===== src/hdl/des_pkg.sv =====
`timescale 1ns / 1ps
// ============================================================================
// DES package
// Tables, permutation and round functions shared by the DES pipeline.
// ============================================================================
package des_pkg;

    localparam int unsigned ROUNDS = 16;
    localparam int unsigned BLOCK_W = 64;

    typedef logic [63:0] block_t;
    typedef logic [47:0] subkey_t;
    typedef logic [27:0] half28_t;

    typedef enum logic [0:0] {
        CMD_ENCRYPT = 1'b0,
        CMD_DECRYPT = 1'b1
    } cmd_t;

    typedef struct packed {
        logic   valid;
        logic   cmd;
        logic [31:0] l;
        logic [31:0] r;
    } round_bus_t;

    localparam logic [7:0] IP_TAB [64] = '{
        8'd58,8'd50,8'd42,8'd34,8'd26,8'd18,8'd10,8'd2,
        8'd60,8'd52,8'd44,8'd36,8'd28,8'd20,8'd12,8'd4,
        8'd62,8'd54,8'd46,8'd38,8'd30,8'd22,8'd14,8'd6,
        8'd64,8'd56,8'd48,8'd40,8'd32,8'd24,8'd16,8'd8,
        8'd57,8'd49,8'd41,8'd33,8'd25,8'd17,8'd9,8'd1,
        8'd59,8'd51,8'd43,8'd35,8'd27,8'd19,8'd11,8'd3,
        8'd61,8'd53,8'd45,8'd37,8'd29,8'd21,8'd13,8'd5,
        8'd63,8'd55,8'd47,8'd39,8'd31,8'd23,8'd15,8'd7};

    localparam logic [7:0] FP_TAB [64] = '{
        8'd40,8'd8,8'd48,8'd16,8'd56,8'd24,8'd64,8'd32,
        8'd39,8'd7,8'd47,8'd15,8'd55,8'd23,8'd63,8'd31,
        8'd38,8'd6,8'd46,8'd14,8'd54,8'd22,8'd62,8'd30,
        8'd37,8'd5,8'd45,8'd13,8'd53,8'd21,8'd61,8'd29,
        8'd36,8'd4,8'd44,8'd12,8'd52,8'd20,8'd60,8'd28,
        8'd35,8'd3,8'd43,8'd11,8'd51,8'd19,8'd59,8'd27,
        8'd34,8'd2,8'd42,8'd10,8'd50,8'd18,8'd58,8'd26,
        8'd33,8'd1,8'd41,8'd9,8'd49,8'd17,8'd57,8'd25};

    localparam logic [7:0] E_TAB [48] = '{
        8'd32,8'd1,8'd2,8'd3,8'd4,8'd5,8'd4,8'd5,8'd6,8'd7,8'd8,8'd9,
        8'd8,8'd9,8'd10,8'd11,8'd12,8'd13,8'd12,8'd13,8'd14,8'd15,8'd16,8'd17,
        8'd16,8'd17,8'd18,8'd19,8'd20,8'd21,8'd20,8'd21,8'd22,8'd23,8'd24,8'd25,
        8'd24,8'd25,8'd26,8'd27,8'd28,8'd29,8'd28,8'd29,8'd30,8'd31,8'd32,8'd1};

    localparam logic [7:0] P_TAB [32] = '{
        8'd16,8'd7,8'd20,8'd21,8'd29,8'd12,8'd28,8'd17,
        8'd1,8'd15,8'd23,8'd26,8'd5,8'd18,8'd31,8'd10,
        8'd2,8'd8,8'd24,8'd14,8'd32,8'd27,8'd3,8'd9,
        8'd19,8'd13,8'd30,8'd6,8'd22,8'd11,8'd4,8'd25};

    localparam logic [7:0] PC1_TAB [56] = '{
        8'd57,8'd49,8'd41,8'd33,8'd25,8'd17,8'd9,8'd1,
        8'd58,8'd50,8'd42,8'd34,8'd26,8'd18,8'd10,8'd2,
        8'd59,8'd51,8'd43,8'd35,8'd27,8'd19,8'd11,8'd3,
        8'd60,8'd52,8'd44,8'd36,8'd63,8'd55,8'd47,8'd39,
        8'd31,8'd23,8'd15,8'd7,8'd62,8'd54,8'd46,8'd38,
        8'd30,8'd22,8'd14,8'd6,8'd61,8'd53,8'd45,8'd37,
        8'd29,8'd21,8'd13,8'd5,8'd28,8'd20,8'd12,8'd4};

    localparam logic [7:0] PC2_TAB [48] = '{
        8'd14,8'd17,8'd11,8'd24,8'd1,8'd5,8'd3,8'd28,
        8'd15,8'd6,8'd21,8'd10,8'd23,8'd19,8'd12,8'd4,
        8'd26,8'd8,8'd16,8'd7,8'd27,8'd20,8'd13,8'd2,
        8'd41,8'd52,8'd31,8'd37,8'd47,8'd55,8'd30,8'd40,
        8'd51,8'd45,8'd33,8'd48,8'd44,8'd49,8'd39,8'd56,
        8'd34,8'd53,8'd46,8'd42,8'd50,8'd36,8'd29,8'd32};

    localparam logic [1:0] ROT_TAB [16] = '{
        2'd1,2'd1,2'd2,2'd2,2'd2,2'd2,2'd2,2'd2,
        2'd1,2'd2,2'd2,2'd2,2'd2,2'd2,2'd2,2'd1};

    localparam logic [3:0] S_TAB [8][64] = '{
        '{4'd14,4'd4,4'd13,4'd1,4'd2,4'd15,4'd11,4'd8,4'd3,4'd10,4'd6,4'd12,4'd5,4'd9,4'd0,4'd7,
          4'd0,4'd15,4'd7,4'd4,4'd14,4'd2,4'd13,4'd1,4'd10,4'd6,4'd12,4'd11,4'd9,4'd5,4'd3,4'd8,
          4'd4,4'd1,4'd14,4'd8,4'd13,4'd6,4'd2,4'd11,4'd15,4'd12,4'd9,4'd7,4'd3,4'd10,4'd5,4'd0,
          4'd15,4'd12,4'd8,4'd2,4'd4,4'd9,4'd1,4'd7,4'd5,4'd11,4'd3,4'd14,4'd10,4'd0,4'd6,4'd13},
        '{4'd15,4'd1,4'd8,4'd14,4'd6,4'd11,4'd3,4'd4,4'd9,4'd7,4'd2,4'd13,4'd12,4'd0,4'd5,4'd10,
          4'd3,4'd13,4'd4,4'd7,4'd15,4'd2,4'd8,4'd14,4'd12,4'd0,4'd1,4'd10,4'd6,4'd9,4'd11,4'd5,
          4'd0,4'd14,4'd7,4'd11,4'd10,4'd4,4'd13,4'd1,4'd5,4'd8,4'd12,4'd6,4'd9,4'd3,4'd2,4'd15,
          4'd13,4'd8,4'd10,4'd1,4'd3,4'd15,4'd4,4'd2,4'd11,4'd6,4'd7,4'd12,4'd0,4'd5,4'd14,4'd9},
        '{4'd10,4'd0,4'd9,4'd14,4'd6,4'd3,4'd15,4'd5,4'd1,4'd13,4'd12,4'd7,4'd11,4'd4,4'd2,4'd8,
          4'd13,4'd7,4'd0,4'd9,4'd3,4'd4,4'd6,4'd10,4'd2,4'd8,4'd5,4'd14,4'd12,4'd11,4'd15,4'd1,
          4'd13,4'd6,4'd4,4'd9,4'd8,4'd15,4'd3,4'd0,4'd11,4'd1,4'd2,4'd12,4'd5,4'd10,4'd14,4'd7,
          4'd1,4'd10,4'd13,4'd0,4'd6,4'd9,4'd8,4'd7,4'd4,4'd15,4'd14,4'd3,4'd11,4'd5,4'd2,4'd12},
        '{4'd7,4'd13,4'd14,4'd3,4'd0,4'd6,4'd9,4'd10,4'd1,4'd2,4'd8,4'd5,4'd11,4'd12,4'd4,4'd15,
          4'd13,4'd8,4'd11,4'd5,4'd6,4'd15,4'd0,4'd3,4'd4,4'd7,4'd2,4'd12,4'd1,4'd10,4'd14,4'd9,
          4'd10,4'd6,4'd9,4'd0,4'd12,4'd11,4'd7,4'd13,4'd15,4'd1,4'd3,4'd14,4'd5,4'd2,4'd8,4'd4,
          4'd3,4'd15,4'd0,4'd6,4'd10,4'd1,4'd13,4'd8,4'd9,4'd4,4'd5,4'd11,4'd12,4'd7,4'd2,4'd14},
        '{4'd2,4'd12,4'd4,4'd1,4'd7,4'd10,4'd11,4'd6,4'd8,4'd5,4'd3,4'd15,4'd13,4'd0,4'd14,4'd9,
          4'd14,4'd11,4'd2,4'd12,4'd4,4'd7,4'd13,4'd1,4'd5,4'd0,4'd15,4'd10,4'd3,4'd9,4'd8,4'd6,
          4'd4,4'd2,4'd1,4'd11,4'd10,4'd13,4'd7,4'd8,4'd15,4'd9,4'd12,4'd5,4'd6,4'd3,4'd0,4'd14,
          4'd11,4'd8,4'd12,4'd7,4'd1,4'd14,4'd2,4'd13,4'd6,4'd15,4'd0,4'd9,4'd10,4'd4,4'd5,4'd3},
        '{4'd12,4'd1,4'd10,4'd15,4'd9,4'd2,4'd6,4'd8,4'd0,4'd13,4'd3,4'd4,4'd14,4'd7,4'd5,4'd11,
          4'd10,4'd15,4'd4,4'd2,4'd7,4'd12,4'd9,4'd5,4'd6,4'd1,4'd13,4'd14,4'd0,4'd11,4'd3,4'd8,
          4'd9,4'd14,4'd15,4'd5,4'd2,4'd8,4'd12,4'd3,4'd7,4'd0,4'd4,4'd10,4'd1,4'd13,4'd11,4'd6,
          4'd4,4'd3,4'd2,4'd12,4'd9,4'd5,4'd15,4'd10,4'd11,4'd14,4'd1,4'd7,4'd6,4'd0,4'd8,4'd13},
        '{4'd4,4'd11,4'd2,4'd14,4'd15,4'd0,4'd8,4'd13,4'd3,4'd12,4'd9,4'd7,4'd5,4'd10,4'd6,4'd1,
          4'd13,4'd0,4'd11,4'd7,4'd4,4'd9,4'd1,4'd10,4'd14,4'd3,4'd5,4'd12,4'd2,4'd15,4'd8,4'd6,
          4'd1,4'd4,4'd11,4'd13,4'd12,4'd3,4'd7,4'd14,4'd10,4'd15,4'd6,4'd8,4'd0,4'd5,4'd9,4'd2,
          4'd6,4'd11,4'd13,4'd8,4'd1,4'd4,4'd10,4'd7,4'd9,4'd5,4'd0,4'd15,4'd14,4'd2,4'd3,4'd12},
        '{4'd13,4'd2,4'd8,4'd4,4'd6,4'd15,4'd11,4'd1,4'd10,4'd9,4'd3,4'd14,4'd5,4'd0,4'd12,4'd7,
          4'd1,4'd15,4'd13,4'd8,4'd10,4'd3,4'd7,4'd4,4'd12,4'd5,4'd6,4'd11,4'd0,4'd14,4'd9,4'd2,
          4'd7,4'd11,4'd4,4'd1,4'd9,4'd12,4'd14,4'd2,4'd0,4'd6,4'd10,4'd13,4'd15,4'd3,4'd5,4'd8,
          4'd2,4'd1,4'd14,4'd7,4'd4,4'd10,4'd8,4'd13,4'd15,4'd12,4'd9,4'd0,4'd3,4'd5,4'd6,4'd11}};

    function automatic block_t initial_perm(input block_t v);
        block_t r;
        for (int i = 0; i < 64; i++) r[63-i] = v[64 - IP_TAB[i]];
        return r;
    endfunction

    function automatic block_t final_perm(input block_t v);
        block_t r;
        for (int i = 0; i < 64; i++) r[63-i] = v[64 - FP_TAB[i]];
        return r;
    endfunction

    function automatic logic [55:0] pc1_perm(input logic [63:0] v);
        logic [55:0] r;
        for (int i = 0; i < 56; i++) r[55-i] = v[64 - PC1_TAB[i]];
        return r;
    endfunction

    function automatic subkey_t pc2_perm(input logic [55:0] v);
        subkey_t r;
        for (int i = 0; i < 48; i++) r[47-i] = v[56 - PC2_TAB[i]];
        return r;
    endfunction

    function automatic half28_t rot28(input half28_t h, input logic [1:0] n);
        half28_t r;
        case (n)
            2'd1:    r = {h[26:0], h[27]};
            2'd2:    r = {h[25:0], h[27:26]};
            default: r = h;
        endcase
        return r;
    endfunction

    function automatic logic [31:0] feistel(input logic [31:0] r, input subkey_t k);
        logic [47:0] e;
        logic [47:0] x;
        logic [5:0]  b;
        logic [31:0] s;
        logic [31:0] p;
        for (int i = 0; i < 48; i++) e[47-i] = r[32 - E_TAB[i]];
        x = e ^ k;
        for (int i = 0; i < 8; i++) begin
            b = x[47 - 6*i -: 6];
            s[31 - 4*i -: 4] = S_TAB[i][{b[5], b[0], b[4:1]}];
        end
        for (int i = 0; i < 32; i++) p[31-i] = s[32 - P_TAB[i]];
        return p;
    endfunction

endpackage


===== src/hdl/des_keysched.sv =====
`timescale 1ns / 1ps
// ============================================================================
// DES key schedule
// Holds the key register and derives the sixteen round subkeys from it.
// ============================================================================
module des_keysched (
    input  logic                    clk,
    input  logic                    rst_n,
    input  logic                    cfg_valid,
    input  logic [63:0]             cfg_data,
    output des_pkg::subkey_t        subkeys [des_pkg::ROUNDS]
);

    logic [63:0]      key_reg;
    des_pkg::half28_t c_w [des_pkg::ROUNDS+1];
    des_pkg::half28_t d_w [des_pkg::ROUNDS+1];
    logic [55:0]      cd0;

    always_ff @(posedge clk or negedge rst_n)
    begin
        if (!rst_n)
        begin
            key_reg <= '0;
        end
        else if (cfg_valid)
        begin
            key_reg <= cfg_data;
        end
    end

    // subkeys settle long before use if the user writes config only while idle; the block does not enforce it
    always_comb
    begin
        cd0 = des_pkg::pc1_perm(key_reg);
        c_w[0] = cd0[55:28];
        d_w[0] = cd0[27:0];
        for (int i = 0; i < des_pkg::ROUNDS; i++)
        begin
            c_w[i+1] = des_pkg::rot28(c_w[i], des_pkg::ROT_TAB[i]);
            d_w[i+1] = des_pkg::rot28(d_w[i], des_pkg::ROT_TAB[i]);
            subkeys[i] = des_pkg::pc2_perm({c_w[i+1], d_w[i+1]});
        end
    end

endmodule


===== config.mk =====
export PLATFORM = sky130hd
export DESIGN_NAME = des_keysched
export DESIGN_NICKNAME = d
export VERILOG_FILES = /design/src/hdl/des_pkg.sv /design/src/hdl/des_keysched.sv
export SDC_FILE = /design/constraint.sdc
export NUM_CORES = 1
export LEC_CHECK = 0
export ABC_AREA = 0
export ABC_CLOCK_PERIOD_IN_PS = 1050
export BUFFER_PORTS_ARGS = -buffer_cell sky130_fd_sc_hd__buf_4
export CORE_AREA = 2 2 326 328
export CTS_CLUSTER_SIZE = 28
export DETAILED_ROUTE_END_ITERATION = 7
export DIE_AREA = 0 0 328 330
export GPL_TIMING_DRIVEN = 0
export MAX_ROUTING_LAYER = met4
export PLACE_DENSITY_LB_ADDON = 0.15
export SYNTH_ARGS = -nofsm -noshare
export SYNTH_HDL_FRONTEND = slang
export SYNTH_SLANG_ARGS = --single-unit

===== constraint.sdc =====
create_clock -name clk -period 1.05 [get_ports clk]
set_input_delay 0 -clock clk [delete_from_list [all_inputs] [get_ports clk]]
set_output_delay 0 -clock clk [all_outputs]
set_load 0.005 [all_outputs]

; After elaboration in Yosys (flattened, before gate mapping)
; Cells that the tools add are included.
[word_totals]
reg_bits = 64
wordCells = 1
mem_count = 0
latch_bits = 0
ramBits = 0
inputBits = 67
rom_bits = 0
out_inout_bits = 768
[classes]
n_mul = 0
n_reduce_logical = 0
n_eq_ne = 0
bitwise_logic = 0
add_sub_neg = 0
mux = 0
shift = 0
n_lt_le_gt_ge = 0
n_div = 0

; Depth between registers and ports, before layout
; Gate-level depths: netlist (run 1).
[logic_depth]
depth_word = 0
mapped_depth = 3
ltp_nobuf = 1

; Worst setup path before layout (run 1)
; No wires, ideal clock.
[synth_path]
path_kind = register to register
startpoint = register, netlist name key_reg[14]
endpoint = register key_reg[14]
required_time_ps = 925
path_stages_with_launch = 2
synth_period_minus_slack_ps = 925
path_buffers = 0
setup_ps = 125
path_slack_ps = 125
arrival_ps = 800
path_cell_list = dfrtp_1 -> mux2_4
[synth_lines]
columns = item, line_no
row1 = end signal: assignment, des_keysched.sv:27  ; key_reg <= cfg_data;
row2 = end: declaration, des_keysched.sv:14  ; logic [63:0] key_reg;

; Final worst setup path (run 1)
[layout_path]
startpoint = register key_reg[3]
endpoint = output subkeys[647] (netlist bit)
[layout_lines]
columns = item, line_no
row1 = end: declaration, des_keysched.sv:11  ; output des_pkg::subkey_t subkeys [des_pkg::ROUNDS]
; No word-level cell between the ends.

==> flow_summary.ini, run 1 <==
[routing]
drt-vias-per-instance = 2.551
initialDrtViolationCount = 74
antenna_left = 0
route.detailed.drc = 0
routed_wirelength_um = 44540
route.detailed.wl_per_inst_um = 13.70
num_vias = 8296
firstDrtPassIters = 4

[setup_path]
timing.critical_path.to_type = output port
timing.critical_path.from_type = register
crit_path_max_incr_delay_ns = 0.51
reg2reg_setup_slack_ns = -0.10
path_common_cell = sky130_fd_sc_hd__buf_6
critical_path.max_fanout = 8
critical-path-slowest-cell = sky130_fd_sc_hd__dfrtp_4
cp_data_arrival_time_ns = 1.27
worstPathRequired_ns = 1.05
crit_chain = buf_12, buf_6, buf_6
crit_type = reg -> out

[layout]
postLayoutCoreUtil = 0.2269
fin_area_sq_mm = 0.02375
syn_to_final_growth_pct = 212.9
largest_register_ffs = 56
layout_cell_share_with_drive_strength_beyond_1 = 0.9694
final_nets = 1927
final_instance_count_excl_fillers = 3252

[global_routing]
number_of_global_route_vias_before_repair = 8481
grt_remaining_overflow = 0
pin_count_of_the_biggest_net_entering_global_routing = 57
number_of_antenna_violations_at_the_first_check_in_global_routing = 0
grt_first_pass_wirelength_um = 58790
grtUsageTotal = 0.07747

[die]
floorplan.initialDensity = 0.07250
core_area_sq_mm = 0.1047
floorplan.io_pins = 835
floorplan.die.height_um = 330
dieArea_sq_mm = 0.1082
die_x_um = 328
fp-row-count = 119

[yosys]
synth.yosys.seq_area_share = 0.1847
synth_fp_nets = 897
postSynthRegisterBits = 56
avgSynthCellArea_sq_um = 9.143
synthesis.yosys.warnings = 0
netlist-cell-type-count = 6
synth_area_sq_mm = 0.007589
synthesis.instances = 830

[clock_tree]
clk_latency_ns = 0.34
clock_tree_from_tritoncts = yes
number_of_buffers_created_by_cts = 5
cts.path.max_buffers = 2
cts.sinks = 56
htree_levels = 2
cts.reportedPaths.clkPinSlew_ns = 0.09
clock_tree.root_cell = sky130_fd_sc_hd__clkbuf_16
ctsHoldBuffers = 56

[sta]
grt_setup_unrepaired = yes
max_slew.worst_pin.slew_ns = 0.9590
final.min_clock_period_ns = 1.267
hold_slack_ns = -0.2090
number_of_max_slew_violations_in_the_final_report = 0
clock_skew_ns = 0
final-hold-violation-count = 56
finalSetupViolCount = 763
fmax_mhz = 789.2
max-slew-margin-rel = 0.3606
post-route-period-util = 1.207
fin_ws_ns = -0.2171

[pwr]
vdd_drop_max_v = 0.0006163
p_int_w = 0.01532
power.switching_w = 0.006606
power.switching_fraction = 0.3013
share_seq_of_total_power = 0.125
power_leakage_nw = 11.52
cellPowerDensity_mw_per_mm2 = 923.3
power.share.combinational = 0.782
pwr-share-clk = 0.093
totalPowerFinal_w = 0.02193

[run_status]
result_of_the_run = complete, but fails checks
failed_checks = negative hold slack, negative setup slack

[run]
maxCapViolations = 0

[placed_design]
finalWeightedCongestion = 0.7031
detailedPlacementHpwl_um = 30140
io_buffers = 825
placed_cell_count = 3046
placedInstanceArea_sq_mm = 0.01552
placement.setup.worst_slack_ns = -0.3519

[worst_hold_path]
min-delay-path-class = in -> async
critical path, delay by kind of cell, from the launching register on:
| family | cells | cell delay (ns) |
|---|---|---|
| flops | 1 | 0.51 |
| buf+inv | 3 | 0.39 |
cells in the mapped netlist, drive strengths merged:
cell type | n | area (sq um)
buf | 718 | 5406
dfrtp | 56 | 1401
mux2 | 56 | 780.8
layer usage:
| layer | vias up | wire [um] | GRT usage | part of all wire |
|---|---|---|---|---|
| li1 | 3905 | - | - | - |
| met3 | 13 | 2506 | 0.01459 | 0.056 |
| met4 | 0 | 328 | 0.01057 | 0.0074 |
| met1 | 3963 | 16130 | 0.08268 | 0.36 |
| met2 | 415 | 25580 | 0.1497 | 0.57 |
| met5 | - | 0 | - | 0 |
stage by stage:
step / TNS (ns) / hold WS, ns
floorplan: 0 / -0.2956
global placement: -20.24 / 0.2108
detailed placement: -26.98 / 0.2181
CTS: -121.25 / -0.1846
global route: -130.25 / -0.1591
finish: -86.87 / -0.2090
power by group through the flow:
stage	Clock, W	Sequential (W)	Combinational (W)
2_1_floorplan	0	0.00308	0.00460
3_3_place_gp	0	0.00353	0.0101
3_5_place_dp	0	0.00358	0.00996
4_1_cts	0.00225	0.00273	0.0162
5_1_grt	0.00231	0.00279	0.0181
6_report	0.00204	0.00275	0.0171
layout by cell type (no fill, tap or decap), drive strengths merged:
master       instances
clkbuf               6
dfrtp               56
diode                1
buf               1685
mux2                56
clkinv               1
dlygate4sd3         56
final timing paths:
| path | start | end | cells after the start |
|---|---|---|---|
| max | key_reg[3] | subkeys[647] | 3 |
| min | rst_n | key_reg[22] | 1 |
| max reg2reg | key_reg[17] | key_reg[17] | 3 |
| min reg2reg | key_reg[12] | key_reg[12] | 2 |
| max in group asynchronous | rst_n | key_reg[3] | 1 |
| min in group clk | cfg_valid | key_reg[53] | 2 |
layout make-up:
type                    instances  area, sq um
fillers                     11400        80920
plain buffers                 718         8015
clock buffers                   6        128.9
well taps                    1391         1740
clock inverters                 1        5.005
multi-input cells              56        780.7
diodes                          1        2.502
repair buffers               1023        11560
flip-flops and latches         56         1516
logic make-up (layout without fill, tap and decap cells):
family	count (synthesis)	count (layout)	synth area share
buffers and inverters	718	1748	0.7124
other	0	1	0
DFF	56	56	0.1847
muxes	56	56	0.1029
repair_timing:
item,CTS,global route
buffers inserted,139,3
cloned,0,0
endpoints found under the hold margin,112,56
setup endpoints to repair,802,793
gates resized for setup,1403,344
Note: power is estimated with default switching activity, not from simulation.
==> run 2, diff against run 1 <==
--- a/config.mk
+++ b/config.mk
@@ -10,6 +10,8 @@
 export BUFFER_PORTS_ARGS = -buffer_cell sky130_fd_sc_hd__buf_4
-export CORE_AREA = 2 2 326 328
+export CELL_PAD_IN_SITES_DETAIL_PLACEMENT = 1
+export CELL_PAD_IN_SITES_GLOBAL_PLACEMENT = 2
+export CORE_AREA = 2 2 323 325
 export CTS_CLUSTER_SIZE = 28
 export DETAILED_ROUTE_END_ITERATION = 7
-export DIE_AREA = 0 0 328 330
+export DIE_AREA = 0 0 325 327
 export GPL_TIMING_DRIVEN = 0
--- a/constraint.sdc
+++ b/constraint.sdc
@@ -3,2 +3,2 @@
 set_output_delay 0 -clock clk [all_outputs]
-set_load 0.005 [all_outputs]
+set_load 0.1 [all_outputs]
==> run 2 against run 1 <==
The run still ends with negative hold slack, negative setup slack left. Wire length up 5.0%. Setup slack worse by 0.035 ns. Sequential power up 15%. First-iteration DRC count up 65%. Design area up 0.16%.
==> flow_summary.ini, run 2 (synthesis gave the netlist of run 1 again) <==
[sta]
final.min_clock_period_ns = 1.302
number_of_max_slew_violations_in_the_final_report = 0
fmax_mhz = 767.9
clock_skew_ns = 0
final-hold-violation-count = 56
hold_slack_ns = -0.1814
grt_setup_unrepaired = yes
max_slew.worst_pin.slew_ns = 0.9684
max-slew-margin-rel = 0.3544
fin_ws_ns = -0.2522
post-route-period-util = 1.240
finalSetupViolCount = 775
fin_setup_tns_ns = -162.56

[die]
floorplan.io_pins = 835
floorplan.die.height_um = 327
floorplan.initialDensity = 0.07374
dieArea_sq_mm = 0.1063
core_area_sq_mm = 0.1029
fp-row-count = 118
die_x_um = 325

[setup_path]
cp_data_arrival_time_ns = 1.30
path_common_cell = sky130_fd_sc_hd__buf_12
crit_type = reg -> out
worstPathRequired_ns = 1.05
crit_chain = buf_12, buf_6, buf_12
crit_path_max_incr_delay_ns = 0.51
critical-path-slowest-cell = sky130_fd_sc_hd__dfrtp_4
critical_path.max_fanout = 7
timing.critical_path.from_type = register
timing.critical_path.to_type = output port

[run_status]
failed_checks = negative hold slack, negative setup slack
result_of_the_run = complete, but fails checks

[pwr]
power.switching_w = 0.02867
pwr-share-clk = 0.048
p_int_w = 0.01678
power_leakage_nw = 11.49
power.switching_fraction = 0.6308
vdd_drop_max_v = 0.0007999
power.share.combinational = 0.882
cellPowerDensity_mw_per_mm2 = 1911
share_seq_of_total_power = 0.070

[clock_tree]
cts.path.max_buffers = 2
ctsHoldBuffers = 56
cts.sinks = 56
number_of_buffers_created_by_cts = 5
htree_levels = 2
cts.reportedPaths.clkPinSlew_ns = 0.09
clock_tree_from_tritoncts = yes
clock_tree.root_cell = sky130_fd_sc_hd__clkbuf_16
clk_latency_ns = 0.33

[global_routing]
pin_count_of_the_biggest_net_entering_global_routing = 57
grt_first_pass_wirelength_um = 64160
number_of_global_route_vias_before_repair = 8607
number_of_antenna_violations_at_the_first_check_in_global_routing = 2
grt_remaining_overflow = 0
grt_busiest_layer = met2
groute.layer.met3.usage = 0.01950
grtUsageTotal = 0.08505
grt_use_met1 = 0.08064
routing_usage_on_met2 = 0.1734

[routing]
num_vias = 7998
initialDrtViolationCount = 122
drt-vias-per-instance = 2.525
route.detailed.wl_per_inst_um = 14.77
route.detailed.drc = 0
antenna_left = 0
firstDrtPassIters = 4
routed_wirelength_um = 46770

[placed_design]
finalWeightedCongestion = 0.6919
io_buffers = 825
detailedPlacementHpwl_um = 35450
placement.setup.worst_slack_ns = -0.1119

[layout]
mostFrequentLayoutCells = sky130_fd_sc_hd__buf_4 (702), sky130_fd_sc_hd__buf_6 (498), sky130_fd_sc_hd__buf_12 (382), sky130_fd_sc_hd__dlygate4sd3_1 (56), sky130_fd_sc_hd__dfrtp_4 (56)
syn_to_final_growth_pct = 213.4
final_nets = 1852
postLayoutCoreUtil = 0.2311
largest_register_ffs = 56
most_common_library_cell_in_the_layout_ignoring_fill_and_taps = sky130_fd_sc_hd__buf_4
layout_cell_share_with_drive_strength_beyond_1 = 0.9686

[run]
maxCapViolations = 0

[worst_hold_path]
min-delay-path-class = in -> async
## run 2: cell types whose count changed in the layout (fill, tap and decap cells not counted), sizes merged
cell	before	now
clkbuf	6	5
clkinvlp	0	1
buf	1685	1610
bufinv	0	1
## run 2: critical path: cells and delay by family (launching register included)
kind / cells / cell delay, ns
DFF: 1 / 0.51
buffers and inverters: 3 / 0.44
## run 2: metrics by stage
step,area (sq um),total power (W),cells
floorplan,7799,0.03022,830
global placement,15720,0.03639,3035
detailed placement,15720,0.03633,3035
CTS,22220,0.04455,3152
global route,23790,0.04672,3167
finish,23790,0.04546,3167
## run 2: power groups by stage
stage                     Combinational (W)  Sequential (W)  Clock [W]
after floorplan                      0.0254         0.00484          0
after global placement               0.0327         0.00365          0
after detailed placement             0.0326         0.00370          0
after CTS                            0.0388         0.00328    0.00247
after global routing                 0.0410         0.00327    0.00247
final                                0.0401         0.00317    0.00219
## run 2: what timing repair did
| action | in CTS | in global routing |
|---|---|---|
| gates resized for setup | 1286 | 361 |
| buffers inserted | 55 | 14 |
| setup endpoints to repair | 769 | 784 |
| endpoints found under the hold margin | 112 | 56 |
## run 2: layer usage
metal,part of all wire,up-vias
met3,0.061,13
met2,0.61,380
met1,0.32,3858
met4,0.0097,0
li1,-,3747
met5,0,-
## run 2: path summary, 6_finish.rpt
check / startpoint / cells after the start / endpoint / slack (ns)
worst max-delay path: key_reg[26] / 3 / subkeys[303] / -0.25
worst min register to register: key_reg[6] / 1 / key_reg[6] / 0.71
min in group clk: cfg_valid / 2 / key_reg[53] / 0.10
worst max register to register: key_reg[30] / 3 / key_reg[30] / -0.11
max in group asynchronous: rst_n / 1 / key_reg[35] / 0.49
worst min-delay path: rst_n / 1 / key_reg[9] / -0.18
## run 2: layout make-up
cell class	count	area, sq um
Clock inverter	3	42.54
Fill cell	11490	79120
Clock buffer	5	125.1
Sequential cell	56	1612
Multi-Input combinational cell	56	780.7
Tap cell	1380	1727
Buffer	716	6416
Timing Repair Buffer	950	13080
Antenna cell	1	2.502
