--- config.mk ---
export PLATFORM = sky130hd
export DESIGN_NAME = des_round
export DESIGN_NICKNAME = d
export VERILOG_FILES = /design/src/hdl/des_pkg.sv /design/src/hdl/des_round.sv
export SDC_FILE = /design/constraint.sdc
export NUM_CORES = 1
export LEC_CHECK = 0
export BUFFER_PORTS_ARGS = -buffer_cell sky130_fd_sc_hd__buf_4
export CELL_PAD_IN_SITES_DETAIL_PLACEMENT = 0
export CELL_PAD_IN_SITES_GLOBAL_PLACEMENT = 1
export CORE_UTILIZATION = 41
export DETAILED_ROUTE_END_ITERATION = 16
export PLACE_DENSITY = 0.79
export SYNTH_ARGS = -nofsm -noshare
export SYNTH_HDL_FRONTEND = slang
export SYNTH_SLANG_ARGS = --single-unit
--- constraint.sdc ---
create_clock -name clk -period 1.01 [get_ports clk]
set_input_delay 0.202 -clock clk [delete_from_list [all_inputs] [get_ports clk]]
set_output_delay 0.202 -clock clk [all_outputs]
set_load 0.05 [all_outputs]
--- src/hdl/des_pkg.sv ---
`timescale 1ns / 1ps
// ============================================================================
// DES package
// Tables, permutation and round functions shared by the DES pipeline.
// ============================================================================
package des_pkg;

    localparam int unsigned ROUNDS = 16;
    localparam int unsigned BLOCK_W = 64;

    typedef logic [63:0] block_t;
    typedef logic [47:0] subkey_t;
    typedef logic [27:0] half28_t;

    typedef enum logic [0:0] {
        CMD_ENCRYPT = 1'b0,
        CMD_DECRYPT = 1'b1
    } cmd_t;

    typedef struct packed {
        logic   valid;
        logic   cmd;
        logic [31:0] l;
        logic [31:0] r;
    } round_bus_t;

    localparam logic [7:0] IP_TAB [64] = '{
        8'd58,8'd50,8'd42,8'd34,8'd26,8'd18,8'd10,8'd2,
        8'd60,8'd52,8'd44,8'd36,8'd28,8'd20,8'd12,8'd4,
        8'd62,8'd54,8'd46,8'd38,8'd30,8'd22,8'd14,8'd6,
        8'd64,8'd56,8'd48,8'd40,8'd32,8'd24,8'd16,8'd8,
        8'd57,8'd49,8'd41,8'd33,8'd25,8'd17,8'd9,8'd1,
        8'd59,8'd51,8'd43,8'd35,8'd27,8'd19,8'd11,8'd3,
        8'd61,8'd53,8'd45,8'd37,8'd29,8'd21,8'd13,8'd5,
        8'd63,8'd55,8'd47,8'd39,8'd31,8'd23,8'd15,8'd7};

    localparam logic [7:0] FP_TAB [64] = '{
        8'd40,8'd8,8'd48,8'd16,8'd56,8'd24,8'd64,8'd32,
        8'd39,8'd7,8'd47,8'd15,8'd55,8'd23,8'd63,8'd31,
        8'd38,8'd6,8'd46,8'd14,8'd54,8'd22,8'd62,8'd30,
        8'd37,8'd5,8'd45,8'd13,8'd53,8'd21,8'd61,8'd29,
        8'd36,8'd4,8'd44,8'd12,8'd52,8'd20,8'd60,8'd28,
        8'd35,8'd3,8'd43,8'd11,8'd51,8'd19,8'd59,8'd27,
        8'd34,8'd2,8'd42,8'd10,8'd50,8'd18,8'd58,8'd26,
        8'd33,8'd1,8'd41,8'd9,8'd49,8'd17,8'd57,8'd25};

    localparam logic [7:0] E_TAB [48] = '{
        8'd32,8'd1,8'd2,8'd3,8'd4,8'd5,8'd4,8'd5,8'd6,8'd7,8'd8,8'd9,
        8'd8,8'd9,8'd10,8'd11,8'd12,8'd13,8'd12,8'd13,8'd14,8'd15,8'd16,8'd17,
        8'd16,8'd17,8'd18,8'd19,8'd20,8'd21,8'd20,8'd21,8'd22,8'd23,8'd24,8'd25,
        8'd24,8'd25,8'd26,8'd27,8'd28,8'd29,8'd28,8'd29,8'd30,8'd31,8'd32,8'd1};

    localparam logic [7:0] P_TAB [32] = '{
        8'd16,8'd7,8'd20,8'd21,8'd29,8'd12,8'd28,8'd17,
        8'd1,8'd15,8'd23,8'd26,8'd5,8'd18,8'd31,8'd10,
        8'd2,8'd8,8'd24,8'd14,8'd32,8'd27,8'd3,8'd9,
        8'd19,8'd13,8'd30,8'd6,8'd22,8'd11,8'd4,8'd25};

    localparam logic [7:0] PC1_TAB [56] = '{
        8'd57,8'd49,8'd41,8'd33,8'd25,8'd17,8'd9,8'd1,
        8'd58,8'd50,8'd42,8'd34,8'd26,8'd18,8'd10,8'd2,
        8'd59,8'd51,8'd43,8'd35,8'd27,8'd19,8'd11,8'd3,
        8'd60,8'd52,8'd44,8'd36,8'd63,8'd55,8'd47,8'd39,
        8'd31,8'd23,8'd15,8'd7,8'd62,8'd54,8'd46,8'd38,
        8'd30,8'd22,8'd14,8'd6,8'd61,8'd53,8'd45,8'd37,
        8'd29,8'd21,8'd13,8'd5,8'd28,8'd20,8'd12,8'd4};

    localparam logic [7:0] PC2_TAB [48] = '{
        8'd14,8'd17,8'd11,8'd24,8'd1,8'd5,8'd3,8'd28,
        8'd15,8'd6,8'd21,8'd10,8'd23,8'd19,8'd12,8'd4,
        8'd26,8'd8,8'd16,8'd7,8'd27,8'd20,8'd13,8'd2,
        8'd41,8'd52,8'd31,8'd37,8'd47,8'd55,8'd30,8'd40,
        8'd51,8'd45,8'd33,8'd48,8'd44,8'd49,8'd39,8'd56,
        8'd34,8'd53,8'd46,8'd42,8'd50,8'd36,8'd29,8'd32};

    localparam logic [1:0] ROT_TAB [16] = '{
        2'd1,2'd1,2'd2,2'd2,2'd2,2'd2,2'd2,2'd2,
        2'd1,2'd2,2'd2,2'd2,2'd2,2'd2,2'd2,2'd1};

    localparam logic [3:0] S_TAB [8][64] = '{
        '{4'd14,4'd4,4'd13,4'd1,4'd2,4'd15,4'd11,4'd8,4'd3,4'd10,4'd6,4'd12,4'd5,4'd9,4'd0,4'd7,
          4'd0,4'd15,4'd7,4'd4,4'd14,4'd2,4'd13,4'd1,4'd10,4'd6,4'd12,4'd11,4'd9,4'd5,4'd3,4'd8,
          4'd4,4'd1,4'd14,4'd8,4'd13,4'd6,4'd2,4'd11,4'd15,4'd12,4'd9,4'd7,4'd3,4'd10,4'd5,4'd0,
          4'd15,4'd12,4'd8,4'd2,4'd4,4'd9,4'd1,4'd7,4'd5,4'd11,4'd3,4'd14,4'd10,4'd0,4'd6,4'd13},
        '{4'd15,4'd1,4'd8,4'd14,4'd6,4'd11,4'd3,4'd4,4'd9,4'd7,4'd2,4'd13,4'd12,4'd0,4'd5,4'd10,
          4'd3,4'd13,4'd4,4'd7,4'd15,4'd2,4'd8,4'd14,4'd12,4'd0,4'd1,4'd10,4'd6,4'd9,4'd11,4'd5,
          4'd0,4'd14,4'd7,4'd11,4'd10,4'd4,4'd13,4'd1,4'd5,4'd8,4'd12,4'd6,4'd9,4'd3,4'd2,4'd15,
          4'd13,4'd8,4'd10,4'd1,4'd3,4'd15,4'd4,4'd2,4'd11,4'd6,4'd7,4'd12,4'd0,4'd5,4'd14,4'd9},
        '{4'd10,4'd0,4'd9,4'd14,4'd6,4'd3,4'd15,4'd5,4'd1,4'd13,4'd12,4'd7,4'd11,4'd4,4'd2,4'd8,
          4'd13,4'd7,4'd0,4'd9,4'd3,4'd4,4'd6,4'd10,4'd2,4'd8,4'd5,4'd14,4'd12,4'd11,4'd15,4'd1,
          4'd13,4'd6,4'd4,4'd9,4'd8,4'd15,4'd3,4'd0,4'd11,4'd1,4'd2,4'd12,4'd5,4'd10,4'd14,4'd7,
          4'd1,4'd10,4'd13,4'd0,4'd6,4'd9,4'd8,4'd7,4'd4,4'd15,4'd14,4'd3,4'd11,4'd5,4'd2,4'd12},
        '{4'd7,4'd13,4'd14,4'd3,4'd0,4'd6,4'd9,4'd10,4'd1,4'd2,4'd8,4'd5,4'd11,4'd12,4'd4,4'd15,
          4'd13,4'd8,4'd11,4'd5,4'd6,4'd15,4'd0,4'd3,4'd4,4'd7,4'd2,4'd12,4'd1,4'd10,4'd14,4'd9,
          4'd10,4'd6,4'd9,4'd0,4'd12,4'd11,4'd7,4'd13,4'd15,4'd1,4'd3,4'd14,4'd5,4'd2,4'd8,4'd4,
          4'd3,4'd15,4'd0,4'd6,4'd10,4'd1,4'd13,4'd8,4'd9,4'd4,4'd5,4'd11,4'd12,4'd7,4'd2,4'd14},
        '{4'd2,4'd12,4'd4,4'd1,4'd7,4'd10,4'd11,4'd6,4'd8,4'd5,4'd3,4'd15,4'd13,4'd0,4'd14,4'd9,
          4'd14,4'd11,4'd2,4'd12,4'd4,4'd7,4'd13,4'd1,4'd5,4'd0,4'd15,4'd10,4'd3,4'd9,4'd8,4'd6,
          4'd4,4'd2,4'd1,4'd11,4'd10,4'd13,4'd7,4'd8,4'd15,4'd9,4'd12,4'd5,4'd6,4'd3,4'd0,4'd14,
          4'd11,4'd8,4'd12,4'd7,4'd1,4'd14,4'd2,4'd13,4'd6,4'd15,4'd0,4'd9,4'd10,4'd4,4'd5,4'd3},
        '{4'd12,4'd1,4'd10,4'd15,4'd9,4'd2,4'd6,4'd8,4'd0,4'd13,4'd3,4'd4,4'd14,4'd7,4'd5,4'd11,
          4'd10,4'd15,4'd4,4'd2,4'd7,4'd12,4'd9,4'd5,4'd6,4'd1,4'd13,4'd14,4'd0,4'd11,4'd3,4'd8,
          4'd9,4'd14,4'd15,4'd5,4'd2,4'd8,4'd12,4'd3,4'd7,4'd0,4'd4,4'd10,4'd1,4'd13,4'd11,4'd6,
          4'd4,4'd3,4'd2,4'd12,4'd9,4'd5,4'd15,4'd10,4'd11,4'd14,4'd1,4'd7,4'd6,4'd0,4'd8,4'd13},
        '{4'd4,4'd11,4'd2,4'd14,4'd15,4'd0,4'd8,4'd13,4'd3,4'd12,4'd9,4'd7,4'd5,4'd10,4'd6,4'd1,
          4'd13,4'd0,4'd11,4'd7,4'd4,4'd9,4'd1,4'd10,4'd14,4'd3,4'd5,4'd12,4'd2,4'd15,4'd8,4'd6,
          4'd1,4'd4,4'd11,4'd13,4'd12,4'd3,4'd7,4'd14,4'd10,4'd15,4'd6,4'd8,4'd0,4'd5,4'd9,4'd2,
          4'd6,4'd11,4'd13,4'd8,4'd1,4'd4,4'd10,4'd7,4'd9,4'd5,4'd0,4'd15,4'd14,4'd2,4'd3,4'd12},
        '{4'd13,4'd2,4'd8,4'd4,4'd6,4'd15,4'd11,4'd1,4'd10,4'd9,4'd3,4'd14,4'd5,4'd0,4'd12,4'd7,
          4'd1,4'd15,4'd13,4'd8,4'd10,4'd3,4'd7,4'd4,4'd12,4'd5,4'd6,4'd11,4'd0,4'd14,4'd9,4'd2,
          4'd7,4'd11,4'd4,4'd1,4'd9,4'd12,4'd14,4'd2,4'd0,4'd6,4'd10,4'd13,4'd15,4'd3,4'd5,4'd8,
          4'd2,4'd1,4'd14,4'd7,4'd4,4'd10,4'd8,4'd13,4'd15,4'd12,4'd9,4'd0,4'd3,4'd5,4'd6,4'd11}};

    function automatic block_t initial_perm(input block_t v);
        block_t r;
        for (int i = 0; i < 64; i++) r[63-i] = v[64 - IP_TAB[i]];
        return r;
    endfunction

    function automatic block_t final_perm(input block_t v);
        block_t r;
        for (int i = 0; i < 64; i++) r[63-i] = v[64 - FP_TAB[i]];
        return r;
    endfunction

    function automatic logic [55:0] pc1_perm(input logic [63:0] v);
        logic [55:0] r;
        for (int i = 0; i < 56; i++) r[55-i] = v[64 - PC1_TAB[i]];
        return r;
    endfunction

    function automatic subkey_t pc2_perm(input logic [55:0] v);
        subkey_t r;
        for (int i = 0; i < 48; i++) r[47-i] = v[56 - PC2_TAB[i]];
        return r;
    endfunction

    function automatic half28_t rot28(input half28_t h, input logic [1:0] n);
        half28_t r;
        case (n)
            2'd1:    r = {h[26:0], h[27]};
            2'd2:    r = {h[25:0], h[27:26]};
            default: r = h;
        endcase
        return r;
    endfunction

    function automatic logic [31:0] feistel(input logic [31:0] r, input subkey_t k);
        logic [47:0] e;
        logic [47:0] x;
        logic [5:0]  b;
        logic [31:0] s;
        logic [31:0] p;
        for (int i = 0; i < 48; i++) e[47-i] = r[32 - E_TAB[i]];
        x = e ^ k;
        for (int i = 0; i < 8; i++) begin
            b = x[47 - 6*i -: 6];
            s[31 - 4*i -: 4] = S_TAB[i][{b[5], b[0], b[4:1]}];
        end
        for (int i = 0; i < 32; i++) p[31-i] = s[32 - P_TAB[i]];
        return p;
    endfunction

endpackage

--- src/hdl/des_round.sv ---
`timescale 1ns / 1ps
// ============================================================================
// DES round stage
// One registered Feistel round; subkey picked by direction.
// ============================================================================
module des_round (
    input  logic                    clk,
    input  logic                    rst_n,
    input  logic                    advance,
    input  des_pkg::subkey_t        key_enc,
    input  des_pkg::subkey_t        key_dec,
    input  des_pkg::round_bus_t     bus_in,
    output des_pkg::round_bus_t     bus_out
);

    des_pkg::round_bus_t bus_reg;
    des_pkg::round_bus_t bus_next;
    des_pkg::subkey_t    k;

    always_comb
    begin
        k = (bus_in.cmd == des_pkg::CMD_DECRYPT) ? key_dec : key_enc;
        bus_next.valid = bus_in.valid;
        bus_next.cmd   = bus_in.cmd;
        bus_next.l     = bus_in.r;
        bus_next.r     = bus_in.l ^ des_pkg::feistel(bus_in.r, k);
    end

    always_ff @(posedge clk or negedge rst_n)
    begin
        if (!rst_n)
        begin
            bus_reg <= '0;
        end
        else if (advance)
        begin
            bus_reg <= bus_next;
        end
    end

    assign bus_out = bus_reg;

endmodule

# [Yosys cells after proc, flatten, opt, wreduce, memory -nomap -nowiden]
# Memories as Yosys holds them, arrays and structs flattened.
# Cells that the tools add are included.
[totals] regBits=66 rom_bits=2048 input_bits=165 out_inout_bits=66 elab_cells=47 memories=8
[classes] order_cmp=8 mux=17 n_bitwise=10
[memory_table] memory="(name not given)" depth=64 width=4 rd=1 rd_clocked_by_memory_dff=0 write_ports=0 line_no="des_pkg.sv:158" source="s[31 - 4*i -: 4] = S_TAB[i][{b[5], b[0], b[4:1]}];"
[memory_table] memory="(name not given)" depth=64 width=4 rd=1 rd_clocked_by_memory_dff=0 write_ports=0 line_no="des_pkg.sv:158"
[memory_table] memory="(name not given)" depth=64 width=4 rd=1 rd_clocked_by_memory_dff=0 write_ports=0 line_no="des_pkg.sv:158"
[memory_table] memory="(name not given)" depth=64 width=4 rd=1 rd_clocked_by_memory_dff=0 write_ports=0 line_no="des_pkg.sv:158"
[memory_table] memory="(name not given)" depth=64 width=4 rd=1 rd_clocked_by_memory_dff=0 write_ports=0 line_no="des_pkg.sv:158"
[memory_table] memory="(name not given)" depth=64 width=4 rd=1 rd_clocked_by_memory_dff=0 write_ports=0 line_no="des_pkg.sv:158"
[memory_table] memory="+2 memories"
[ops] operator="$mux 4" count=16
[ops] operator="$ge 7x7->1 const B" count=8
[ops] operator="$not 6->7" count=8
[ops] operator="$mux 48" count=1
[ops] operator="$xor 48x48->48" count=1
[ops] operator="$xor 32x32->32" count=1

# [Depth between registers and ports, before layout]
# Gate-level depths: netlist of run 1.
[logic_depth] ltp_word=7 mapped_depth=14 mapped_depth_nobuf=11

# [Least setup slack after synthesis of run 1]
# No wires, ideal clock.
[synth_path] path_kind="input to register" startpoint="input port bus_in[64] (netlist name)" endpoint="register bus_reg, in the netlist bus_out[23]" setup_time_ps=124 arrival_time_ps=2834 required_time_ps=886 setup_slack_ps=-1948 cell_stages=12 n_path_buf=3 cell_sequence="buf_6 buf_8 buf_12 mux2i_1 xnor2_1 inv_1 ha_1 mux4_2 nand2_1 o311ai_1 mux2i_1 a211o_1"
[synth_between] elab_chain_cells=7
[synth_lines] element="from (decl)" line_no="des_round.sv:12" source="input des_pkg::round_bus_t bus_in,"
[synth_lines] element="$mux 48" line_no="des_round.sv:22" source="k = (bus_in.cmd == des_pkg::CMD_DECRYPT) ? key_dec : key_enc;"
[synth_lines] element="$xor 48x48->48" line_no="des_pkg.sv:155" source="x = e ^ k;"
[synth_lines] element="$not 6->7 (not written as such)" line_no="des_pkg.sv:158"
[synth_lines] element="$mem_v2 64x4"
[synth_lines] element="$mux 4 (not written as such) (2 in a row)" line_no="des_pkg.sv:158"
[synth_lines] element="$xor 32x32->32" line_no="des_round.sv:26" source="bus_next.r = bus_in.l ^ des_pkg::feistel(bus_in.r, k);"
[synth_lines] element="to (signal assigned)" line_no="des_round.sv:37" source="bus_reg <= bus_next;"
[synth_lines] element="to (decl)" line_no="des_round.sv:16" source="des_pkg::round_bus_t bus_reg;"
# No other way between the ends. The select of a mux whose other input is x is not followed.
# A chain may end at the register's enable or synchronous reset.

# [Final worst setup path of run 1]
[layout_path] startpoint="input port bus_in[64] (netlist name)" endpoint="register bus_reg, in the netlist bus_out[1]"
# The elaborated chain is that of the path after synthesis.

==> results of run 1 <==
## cell usage after synthesis (all sizes together), types with 5 or more instances
library cell,count,area (µm²)
buf,34,235
xnor2,67,639
o311ai,9,78.8
nand2b,8,50.1
nand2,67,251
xor2,37,414
nor3,28,140
nand4,10,62.6
a21o,5,37.5
a211oi,20,150
o2111ai,12,105
mux2,45,507
o221ai,9,78.8
nor2,63,236
clkbuf,28,105
a21oi,33,165
clkinv,6,22.5
and3,7,43.8
or3,15,93.8
dfrtp,66,1650
nor2b,5,31.3
o21ai,32,160
a31oi,21,131
o211ai,25,188
o31ai,8,65.1
nor4,7,43.8
mux4,13,293
a2111oi,10,101
a211o,6,52.6
o22ai,9,56.3
inv,43,161
mux2i,123,1310
nand3,51,255
ha,62,776
## report_power, final
| part | switching [mW] | internal, mW |
|---|---|---|
| registers | 0.360 | 3.12 |
| clock network | 1.46 | 2.22 |
| logic | 8.23 | 8.12 |
| total | 10.0 | 13.5 |
## worst max-delay path, delay by kind of cell
kind                     cells  cell delay, ns
buffers and inverters        4            0.54
AO/OA/AOI/OAI                2            0.27
adder cells (fa/ha/maj)      1            0.15
multiplexers                 1            0.29
AND/OR/NAND/NOR              3            0.71
XOR/XNOR                     1            0.35
## final cells by class
class,count,area [µm²],share of cell area (%)
Clock inverter,6,80.1,0.478
Clock buffer,10,239,1.43
Tap cell,280,350,2.09
Multi-Input combinational cell,853,8470,50.6
Timing Repair Buffer,665,5740,34.2
Sequential cell,66,1650,9.86
Inverter,49,225,1.34
## stage by stage
step,hold WS (ns),setup WS (ns),power [mW],cells,TNS [ns]
after CTS,0.0756,-1.16,22.5,1887,-41.30
after global placement,0.112,-1.68,16.8,1813,-52.17
after detailed placement,0.119,-1.72,17.0,1813,-53.94
after global routing,0.0879,-1.36,24.7,1929,-46.90
final,0.0812,-1.24,23.5,1929,-42.29
after floorplan,-0.0936,-1.63,11.6,1029,-47.82
## metal layers
layer  part of all wire [%]  up-vias  track usage [%]
met1                     42     5170             36.2
met5                      0        -                0
li1                       -     5076                -
met2                     51      332             51.4
met4                    2.1        0             8.20
met3                    5.1       67             3.98
## logic make-up after synthesis
family / after synthesis / share of synthesized area [%]
buffers and inverters: 111 / 5.74
and+or+nand+nor: 266 / 13.7
DFF: 66 / 18.1
AOI/OAI and AO/OA: 235 / 18.6
muxes: 181 / 23.1
adders and majority gates: 64 / 8.71
xor gates and xnor gates: 106 / 12.0
## final timing paths
kind	start	to	slack (ns)	cells after the start
worst max-delay path	bus_in[64]	bus_out[1]	-1.24	12
worst min-delay path	bus_in[65]	bus_out[65]	0.08	2
worst max register to register	bus_out[57]	bus_out[57]	0.01	3
worst min register to register	bus_out[26]	bus_out[26]	0.52	1
max in group asynchronous	rst_n	bus_out[39]	0.26	3
min in group asynchronous	rst_n	bus_out[50]	0.30	2
## repair_timing
item | CTS | global route
setup endpoints to repair | 98 | 98
gates cloned | 1 | 1
endpoints found under the hold margin | 12 | 0
buffers inserted | 57 | 41
resized for setup | 211 | 78
hold buffers | 1 | 0
pin swaps | 77 | 49
==> flow_metrics.env, run 1 <==
export IMPL_crit_chain="buf_12 > buf_12 > mux2i_4 > xor2_4 > buf_4 > buf_12 > ha_4 > nor3_2 > nor4_2 > a2111oi_2 > or3_1 > a31oi_1"
export IMPL_fillCellCount=1453
export IMPL_final_cell_mix="531 x buf_4, 104 x buf_6, 87 x mux2i_1"
export IMPL_die_w_um=151
export IMPL_arrival_ns=2.52
export IMPL_first_global_vias=10500
export IMPL_ir_drop_mv=0.784
export IMPL_io_pins=231
export IMPL_startpoint_type="primary input"
export IMPL_num_rows=54
export IMPL_ant_nets=0
export IMPL_num_vias=10600
export IMPL_path_class="primary input to register"
export IMPL_status="complete, but fails checks"
export IMPL_grt_ovfl_total=0
export IMPL_cts_inserted_buffers=9
export IMPL_drc=0
export IMPL_critPathRequiredTime_ns=1.28
export IMPL_cpPeakStageDelay_ns=0.36
export IMPL_clock_skew_ns=0
export IMPL_clockBufferDepth=2
export IMPL_path_max_fanout=7
export IMPL_die_area_um2=22900
export IMPL_hold_viol=0
export IMPL_synth_area_um2=9130
export IMPL_htree_levels=3
export IMPL_ys_types=74
export IMPL_gp_congestion=0.945
export IMPL_track_usage_pct=29.0
export IMPL_layout_commonest_cell="buf_4"
export IMPL_routedWlPerCell_um=17.9
export IMPL_path_clk_slew_ns=0.07
export IMPL_fin_nets=1871
export IMPL_worst_slew_pin_slew_ns=0.524
export IMPL_vias_per_cell=5.52
export IMPL_cp_slowest_cell="or3_1"
export IMPL_postSynthCellCount=1029
export IMPL_synth_main_ff_cell="dfrtp_1"
export IMPL_antenna_found_initial=0
export IMPL_violations="negative setup slack"
export IMPL_slew_viol_final=0
export IMPL_wl_um=34500
export IMPL_first_pass_iters=5
export IMPL_design_area_um2=16800
export IMPL_area_growth_syn_to_layout_pct=83.4
export IMPL_cts_sinks=66
export IMPL_fin_crit_sh_pct=222
export IMPL_p_leak_nw=7.56
export IMPL_fp_dieH_um=151
export IMPL_grt_setup_unrepaired="true"
export IMPL_drive_above_1_share_pct=57.4
export IMPL_end_kind="register"
export IMPL_place_area_um2=14200
export IMPL_largest_reg_flops=66
export IMPL_grt_pass1_wl_um=52700
export IMPL_grt_start_max_net_pins=24
export IMPL_setup_violations=98
export IMPL_seq_area_frac_synth_pct=18.1
export IMPL_setup_slack_ns=-1.24
export IMPL_ys_ff_latch=66
export IMPL_syn_avg_cell_area_um2=8.87
export IMPL_yosys_warnings=0
export IMPL_start_util_pct=41.8
export IMPL_coreArea_um2=21800
export IMPL_cap_violations=0
export IMPL_async_flop_share_pct=100
export IMPL_max_freq_ghz=0.445
export IMPL_cts_root_buf="clkbuf_16"
export IMPL_io_buffers=230
export IMPL_crit_path_frequent_cell="buf_12"
export IMPL_hpwl_um=25100
export IMPL_synth_edf_count=0
export IMPL_worst_skew_pair_late_latency_ns=0.35
export IMPL_syn_num_nets=1256
export IMPL_fin_crit_ns=2.25
export IMPL_final_util_pct=76.8
export IMPL_min_path_type="primary input to register"
export IMPL_drt_initial_drc_count=553
export IMPL_slew_headroom_pct=64.8
export IMPL_cts_tree="built"
export IMPL_powerDensity_nw_per_um2=1400
export IMPL_antenna_cells=0
No activity file was read; power rests on OpenSTA's default activity.
==> run 2, diff against run 1 <==
--- a/config.mk
+++ b/config.mk
@@ -10,7 +10,8 @@
 export CELL_PAD_IN_SITES_GLOBAL_PLACEMENT = 1
 export CORE_UTILIZATION = 41
 export DETAILED_ROUTE_END_ITERATION = 16
-export PLACE_DENSITY = 0.79
+export PLACE_DENSITY_LB_ADDON = 0.12
+export SETUP_SLACK_MARGIN = 0.1
 export SYNTH_ARGS = -nofsm -noshare
 export SYNTH_HDL_FRONTEND = slang
 export SYNTH_SLANG_ARGS = --single-unit
==> flow_metrics.env, run 2 (same netlist as run 1, synthesis figures left out) <==
export IMPL_status="complete, but fails checks"
export IMPL_violations="negative setup slack"
export IMPL_crit_path_frequent_cell="buf_12"
export IMPL_antenna_found_initial=0
export IMPL_setup_slack_ns=-1.20
export IMPL_io_pins=231
export IMPL_area_growth_syn_to_layout_pct=83.0
export IMPL_routedWlPerCell_um=17.2
export IMPL_slew_viol_final=0
export IMPL_drive_above_1_share_pct=57.8
export IMPL_num_rows=54
export IMPL_grt_pass1_wl_um=50500
export IMPL_io_buffers=230
export IMPL_min_path_cells=2
export IMPL_min_to="bus_out[65]"
export IMPL_die_area_um2=22900
export IMPL_place_ws_ns=-1.78
export IMPL_setup_violations=99
export IMPL_fin_nets=1867
export IMPL_layout_commonest_cell="buf_4"
export IMPL_drc=0
export IMPL_r2r_end="bus_out[63]"
export IMPL_worst_path_buf_inv=6
export IMPL_cts_tree="built"
export IMPL_p_leak_nw=7.51
export IMPL_critPathTopFamily="compound AO/OA/AOI/OAI gates"
export IMPL_slew_headroom_pct=65.8
export IMPL_drt_initial_drc_count=376
export IMPL_wl_um=33100
export IMPL_hold_viol=0
export IMPL_hp_start="bus_in[65]"
export IMPL_grt_start_max_net_pins=32
export IMPL_vias_per_cell=5.50
export IMPL_ir_drop_mv=0.709
export IMPL_htree_levels=3
export IMPL_die_w_um=151
export IMPL_fin_crit_ns=2.21
export IMPL_track_usage_pct=27.8
export IMPL_path_max_fanout=6
export IMPL_reg2reg_depth=3
export IMPL_clockBufferDepth=2
export IMPL_grt_setup_unrepaired="true"
export IMPL_startpoint_type="primary input"
export IMPL_worst_skew_pair_late_latency_ns=0.35
export IMPL_cpPeakStageDelay_ns=0.34
export IMPL_rr_startpoint="bus_out[63]"
export IMPL_grt_ovfl_total=0
export IMPL_path_clk_slew_ns=0.07
export IMPL_crit_chain="buf_12 > buf_12 > buf_12 > buf_12 > mux2i_4 > xnor2_2 > buf_6 > inv_8 > ha_4 > a2111oi_4 > a311oi_1 > o31a_1 > o31ai_2"
export IMPL_ant_nets=0
export IMPL_cp_slowest_cell="a2111oi_4"
export IMPL_path_class="primary input to register"
export IMPL_gp_congestion=0.923
export IMPL_rrSetupSlack_ns=-0.01
export IMPL_worst_slew_pin_slew_ns=0.509
export IMPL_clock_skew_ns=0
export IMPL_num_vias=10600
export IMPL_fp_dieH_um=151
export IMPL_powerDensity_nw_per_um2=1380
export IMPL_min_path_type="primary input to register"
export IMPL_first_global_vias=10200
export IMPL_coreArea_um2=21800
export IMPL_antenna_cells=0
export IMPL_cts_sinks=66
export IMPL_largest_reg_flops=66
export IMPL_power_mw=23.0
export IMPL_first_pass_iters=5
export IMPL_cts_inserted_buffers=9
export IMPL_max_freq_ghz=0.453
export IMPL_critPathRequiredTime_ns=1.27
export IMPL_cap_violations=0
export IMPL_fin_crit_sh_pct=218
export IMPL_hpwl_um=24100
export IMPL_end_kind="register"
export IMPL_start_util_pct=41.8
export IMPL_arrival_ns=2.47
export IMPL_final_cell_mix="531 x buf_4, 105 x buf_6, 90 x mux2i_1"
export IMPL_cts_root_buf="clkbuf_16"
run 2: how the worst max path moves through the flow:
stage,start,to,slack [ns],depth (start not counted)
after floorplan,bus_in[64],bus_out[23],-1.63,12
after global placement,bus_in[64],bus_out[10],-1.71,11
after detailed placement,bus_in[64],bus_out[10],-1.78,9
after CTS,bus_in[64],bus_out[10],-1.19,13
after global routing,bus_in[64],bus_out[6],-1.33,14
final,bus_in[64],bus_out[30],-1.20,13
run 2: layout make-up:
cell class	instances	area, µm²
multi-input combinational	852	8520
inverter	49	231
clock buffer	11	233
tap	280	350
clock inverter	5	55.1
timing repair buffer	662	5660
fill	1497	5120
sequential	66	1650
run 2: metrics by stage:
| stage | util [%] | hold slack (ns) | area [µm²] | TNS (ns) | cells |
|---|---|---|---|---|---|
| 2_1_floorplan | - | -0.0936 | 9870 | -47.92 | 1029 |
| 3_3_place_gp | 64.5 | 0.0632 | 14100 | -55.43 | 1805 |
| 3_5_place_dp | 64.5 | 0.0630 | 14100 | -57.25 | 1805 |
| 4_1_cts | 72.2 | 0.0856 | 15800 | -41.72 | 1888 |
| 5_1_grt | 76.6 | 0.0930 | 16700 | -46.19 | 1925 |
| 6_report | 76.6 | 0.0931 | 16700 | -41.55 | 1925 |
run 2: where the power goes:
group          switching, mW  internal (mW)  total [mW]
combinational           8.15           8.09        16.2
clock                   1.36           1.91        3.26
sequential             0.360           3.13        3.49
total                   9.87           13.1        23.0
run 2: what timing repair did:
item,CTS,global route
setup endpoints to repair,98,101
resized for setup,180,131
pin swaps,57,73
gates cloned,2,0
endpoints found under the hold margin,66,0
hold buffers,1,0
setup buffers,64,40
run 2: metal layers:
layer / wire [µm] / up-vias / part of all wire, % / global-route usage, %
li1: - / 5086 / - / -
met1: 13800 / 5103 / 42 / 35.6
met2: 16700 / 345 / 51 / 47.5
met3: 1890 / 57 / 5.7 / 4.25
met4: 673 / 0 / 2.0 / 9.20
met5: 0 / - / 0 / 0
run 2: worst register-to-register path: stages, from the launching register on:
cell     delay, ns
dfrtp_1       0.39
buf_4         0.14
buf_4         0.13
mux2_2        0.25
==> run 3, diff against run 2 <==
==> constraint.sdc (replaced) <==
create_clock -name clk -period 2.2 [get_ports clk]
set_input_delay 0.44 -clock clk [delete_from_list [all_inputs] [get_ports clk]]
set_output_delay 0.44 -clock clk [all_outputs]
set_load 0.05 [all_outputs]
==> flow_metrics.env, run 3 (same netlist as run 1, synthesis figures left out) <==
export IMPL_top_usage_layer="met2"
export IMPL_drc=0
export IMPL_clock_skew_ns=0
export IMPL_violations="negative setup slack"
export IMPL_drive_above_1_share_pct=55.6
export IMPL_powerDensity_nw_per_um2=643
export IMPL_grt_setup_unrepaired="true"
export IMPL_antenna_cells=0
export IMPL_setup_slack_ns=-0.238
export IMPL_multi_input_area_um2=8600
export IMPL_fillCellCount=1641
export IMPL_fin_nets=1789
export IMPL_die_w_um=151
export IMPL_p_leak_nw=6.97
export IMPL_grt_start_max_net_pins=50
export IMPL_num_rows=54
export IMPL_drt_initial_drc_count=435
export IMPL_rrSetupSlack_ns=1.25
export IMPL_met3_usage_pct=3.86
export IMPL_min_path_type="primary input to asynchronous set/reset pin"
export IMPL_fin_cells=1846
export IMPL_rr_startpoint="bus_out[27]"
export IMPL_final_util_pct=72.7
export IMPL_grt_pass1_wl_um=50900
export IMPL_htree_levels=3
export IMPL_grt_ovfl_total=0
export IMPL_cts_root_buf="clkbuf_16"
export IMPL_ir_drop_mv=0.350
export IMPL_antenna_found_initial=0
export IMPL_first_global_vias=10200
export IMPL_path_max_fanout=7
export IMPL_met2_usage_pct=49.6
export IMPL_end_kind="register"
export IMPL_holdBufCountCts=0
export IMPL_r2r_end="bus_out[27]"
export IMPL_status="complete, but fails checks"
export IMPL_worst_slew_pin_slew_ns=0.724
export IMPL_coreArea_um2=21800
export IMPL_num_vias=10200
export IMPL_fin_crit_sh_pct=111
export IMPL_endpoint="bus_out[18]"
export IMPL_setup_violations=32
export IMPL_met1_usage_pct=35.2
export IMPL_start_util_pct=41.8
export IMPL_final_cell_mix="532 x buf_4, 87 x mux2i_1, 66 x dfrtp_1"
export IMPL_layout_commonest_cell="buf_4"
export IMPL_io_buffers=230
export IMPL_largest_reg_flops=66
export IMPL_seq_area_um2=1650
export IMPL_cts_inserted_buffers=9
export IMPL_reg2reg_depth=2
export IMPL_arrival_ns=2.70
export IMPL_routedWlPerCell_um=17.9
export IMPL_wl_um=33000
export IMPL_first_pass_iters=4
export IMPL_slew_headroom_pct=51.4
export IMPL_critPathRequiredTime_ns=2.46
export IMPL_area_growth_syn_to_layout_pct=73.7
export IMPL_cts_tree="built"
export IMPL_cap_violations=0
export IMPL_track_usage_pct=28.1
export IMPL_fin_crit_ns=2.44
export IMPL_slew_viol_final=0
export IMPL_worst_skew_pair_late_latency_ns=0.35
export IMPL_fp_dieH_um=151
export IMPL_hpwl_um=23900
export IMPL_cts_sinks=66
export IMPL_dp_cells=1768
export IMPL_die_area_um2=22900
export IMPL_startpoint_type="primary input"
export IMPL_clockBufferDepth=2
export IMPL_vias_per_cell=5.54
export IMPL_hold_viol=0
export IMPL_ant_nets=0
export IMPL_gp_congestion=0.902
export IMPL_path_class="primary input to register"
export IMPL_io_pins=231
export IMPL_critical_path_startpoint="bus_in[64]"
export IMPL_path_clk_slew_ns=0.07
export IMPL_max_freq_ghz=0.410
## run 3: cell types whose count changed in the layout (fill, tap and decap cells not counted), moves of 5 or more
cell,delta
mux2_4,-12
inv_4,-6
ha_4,+10
ha_2,-8
xor2_2,+7
buf_6,-74
xor2_1,-5
mux2_2,+12
## run 3: cell type report
class / count / area share (%)
clock buffer: 13 / 1.70
clock inverter: 2 / 0.221
inverter: 49 / 1.46
multi-input combinational: 853 / 54.2
sequential: 66 / 10.4
tap: 280 / 2.21
timing repair buffer: 583 / 29.8
## run 3: worst max-delay path, stage by stage
cell,delay (ns)
buf_12,0.12
buf_6,0.19
mux2i_4,0.31
xnor2_4,0.14
buf_4,0.18
ha_1,0.21
mux4_2,0.45
nor2_1,0.11
nor3_1,0.07
or3_1,0.30
a31oi_1,0.17
## run 3: where the power goes
part,total [mW],switching (mW),internal [mW]
Combinational,7.03,3.69,3.34
Clock,1.60,0.630,0.966
Sequential,1.57,0.135,1.43
Total,10.2,4.46,5.74
## run 3: layer usage
| metal | routed length [µm] | vias up |
|---|---|---|
| met5 | 0 | - |
| met3 | 1550 | 51 |
| li1 | - | 4914 |
| met4 | 669 | 0 |
| met1 | 13900 | 4964 |
| met2 | 16900 | 306 |
## run 3: how the worst min path moves through the flow
stage	from	to	slack (ns)	cells past startpoint
after global routing	rst_n	bus_out[38]	0.09	1
after CTS	rst_n	bus_out[38]	0.07	1
after global placement	rst_n	bus_out[34]	0.45	1
after detailed placement	rst_n	bus_out[34]	0.45	1
final	rst_n	bus_out[38]	0.06	1
after floorplan	rst_n	bus_out[0]	0.14	0
## run 3: what timing repair did
action / CTS / global route
buffers inserted: 33 / 26
setup endpoints to repair: 32 / 32
gates cloned: 3 / 1
pin swaps: 62 / 72
resized for setup: 150 / 90
## run 3: metrics by stage
stage / cell area (µm²) / setup TNS, ns / setup WS, ns / total power, mW / hold WS, ns
CTS: 15100 / -4.82 / -0.238 / 9.76 / 0.0729
finish: 15900 / -5.37 / -0.238 / 10.2 / 0.0646
global route: 15900 / -8.50 / -0.330 / 10.8 / 0.0873
global placement: 13700 / -20.02 / -0.700 / 7.54 / 0.450
detailed placement: 13700 / -20.95 / -0.804 / 7.61 / 0.450
floorplan: 9730 / -16.37 / -0.683 / 5.31 / 0.144
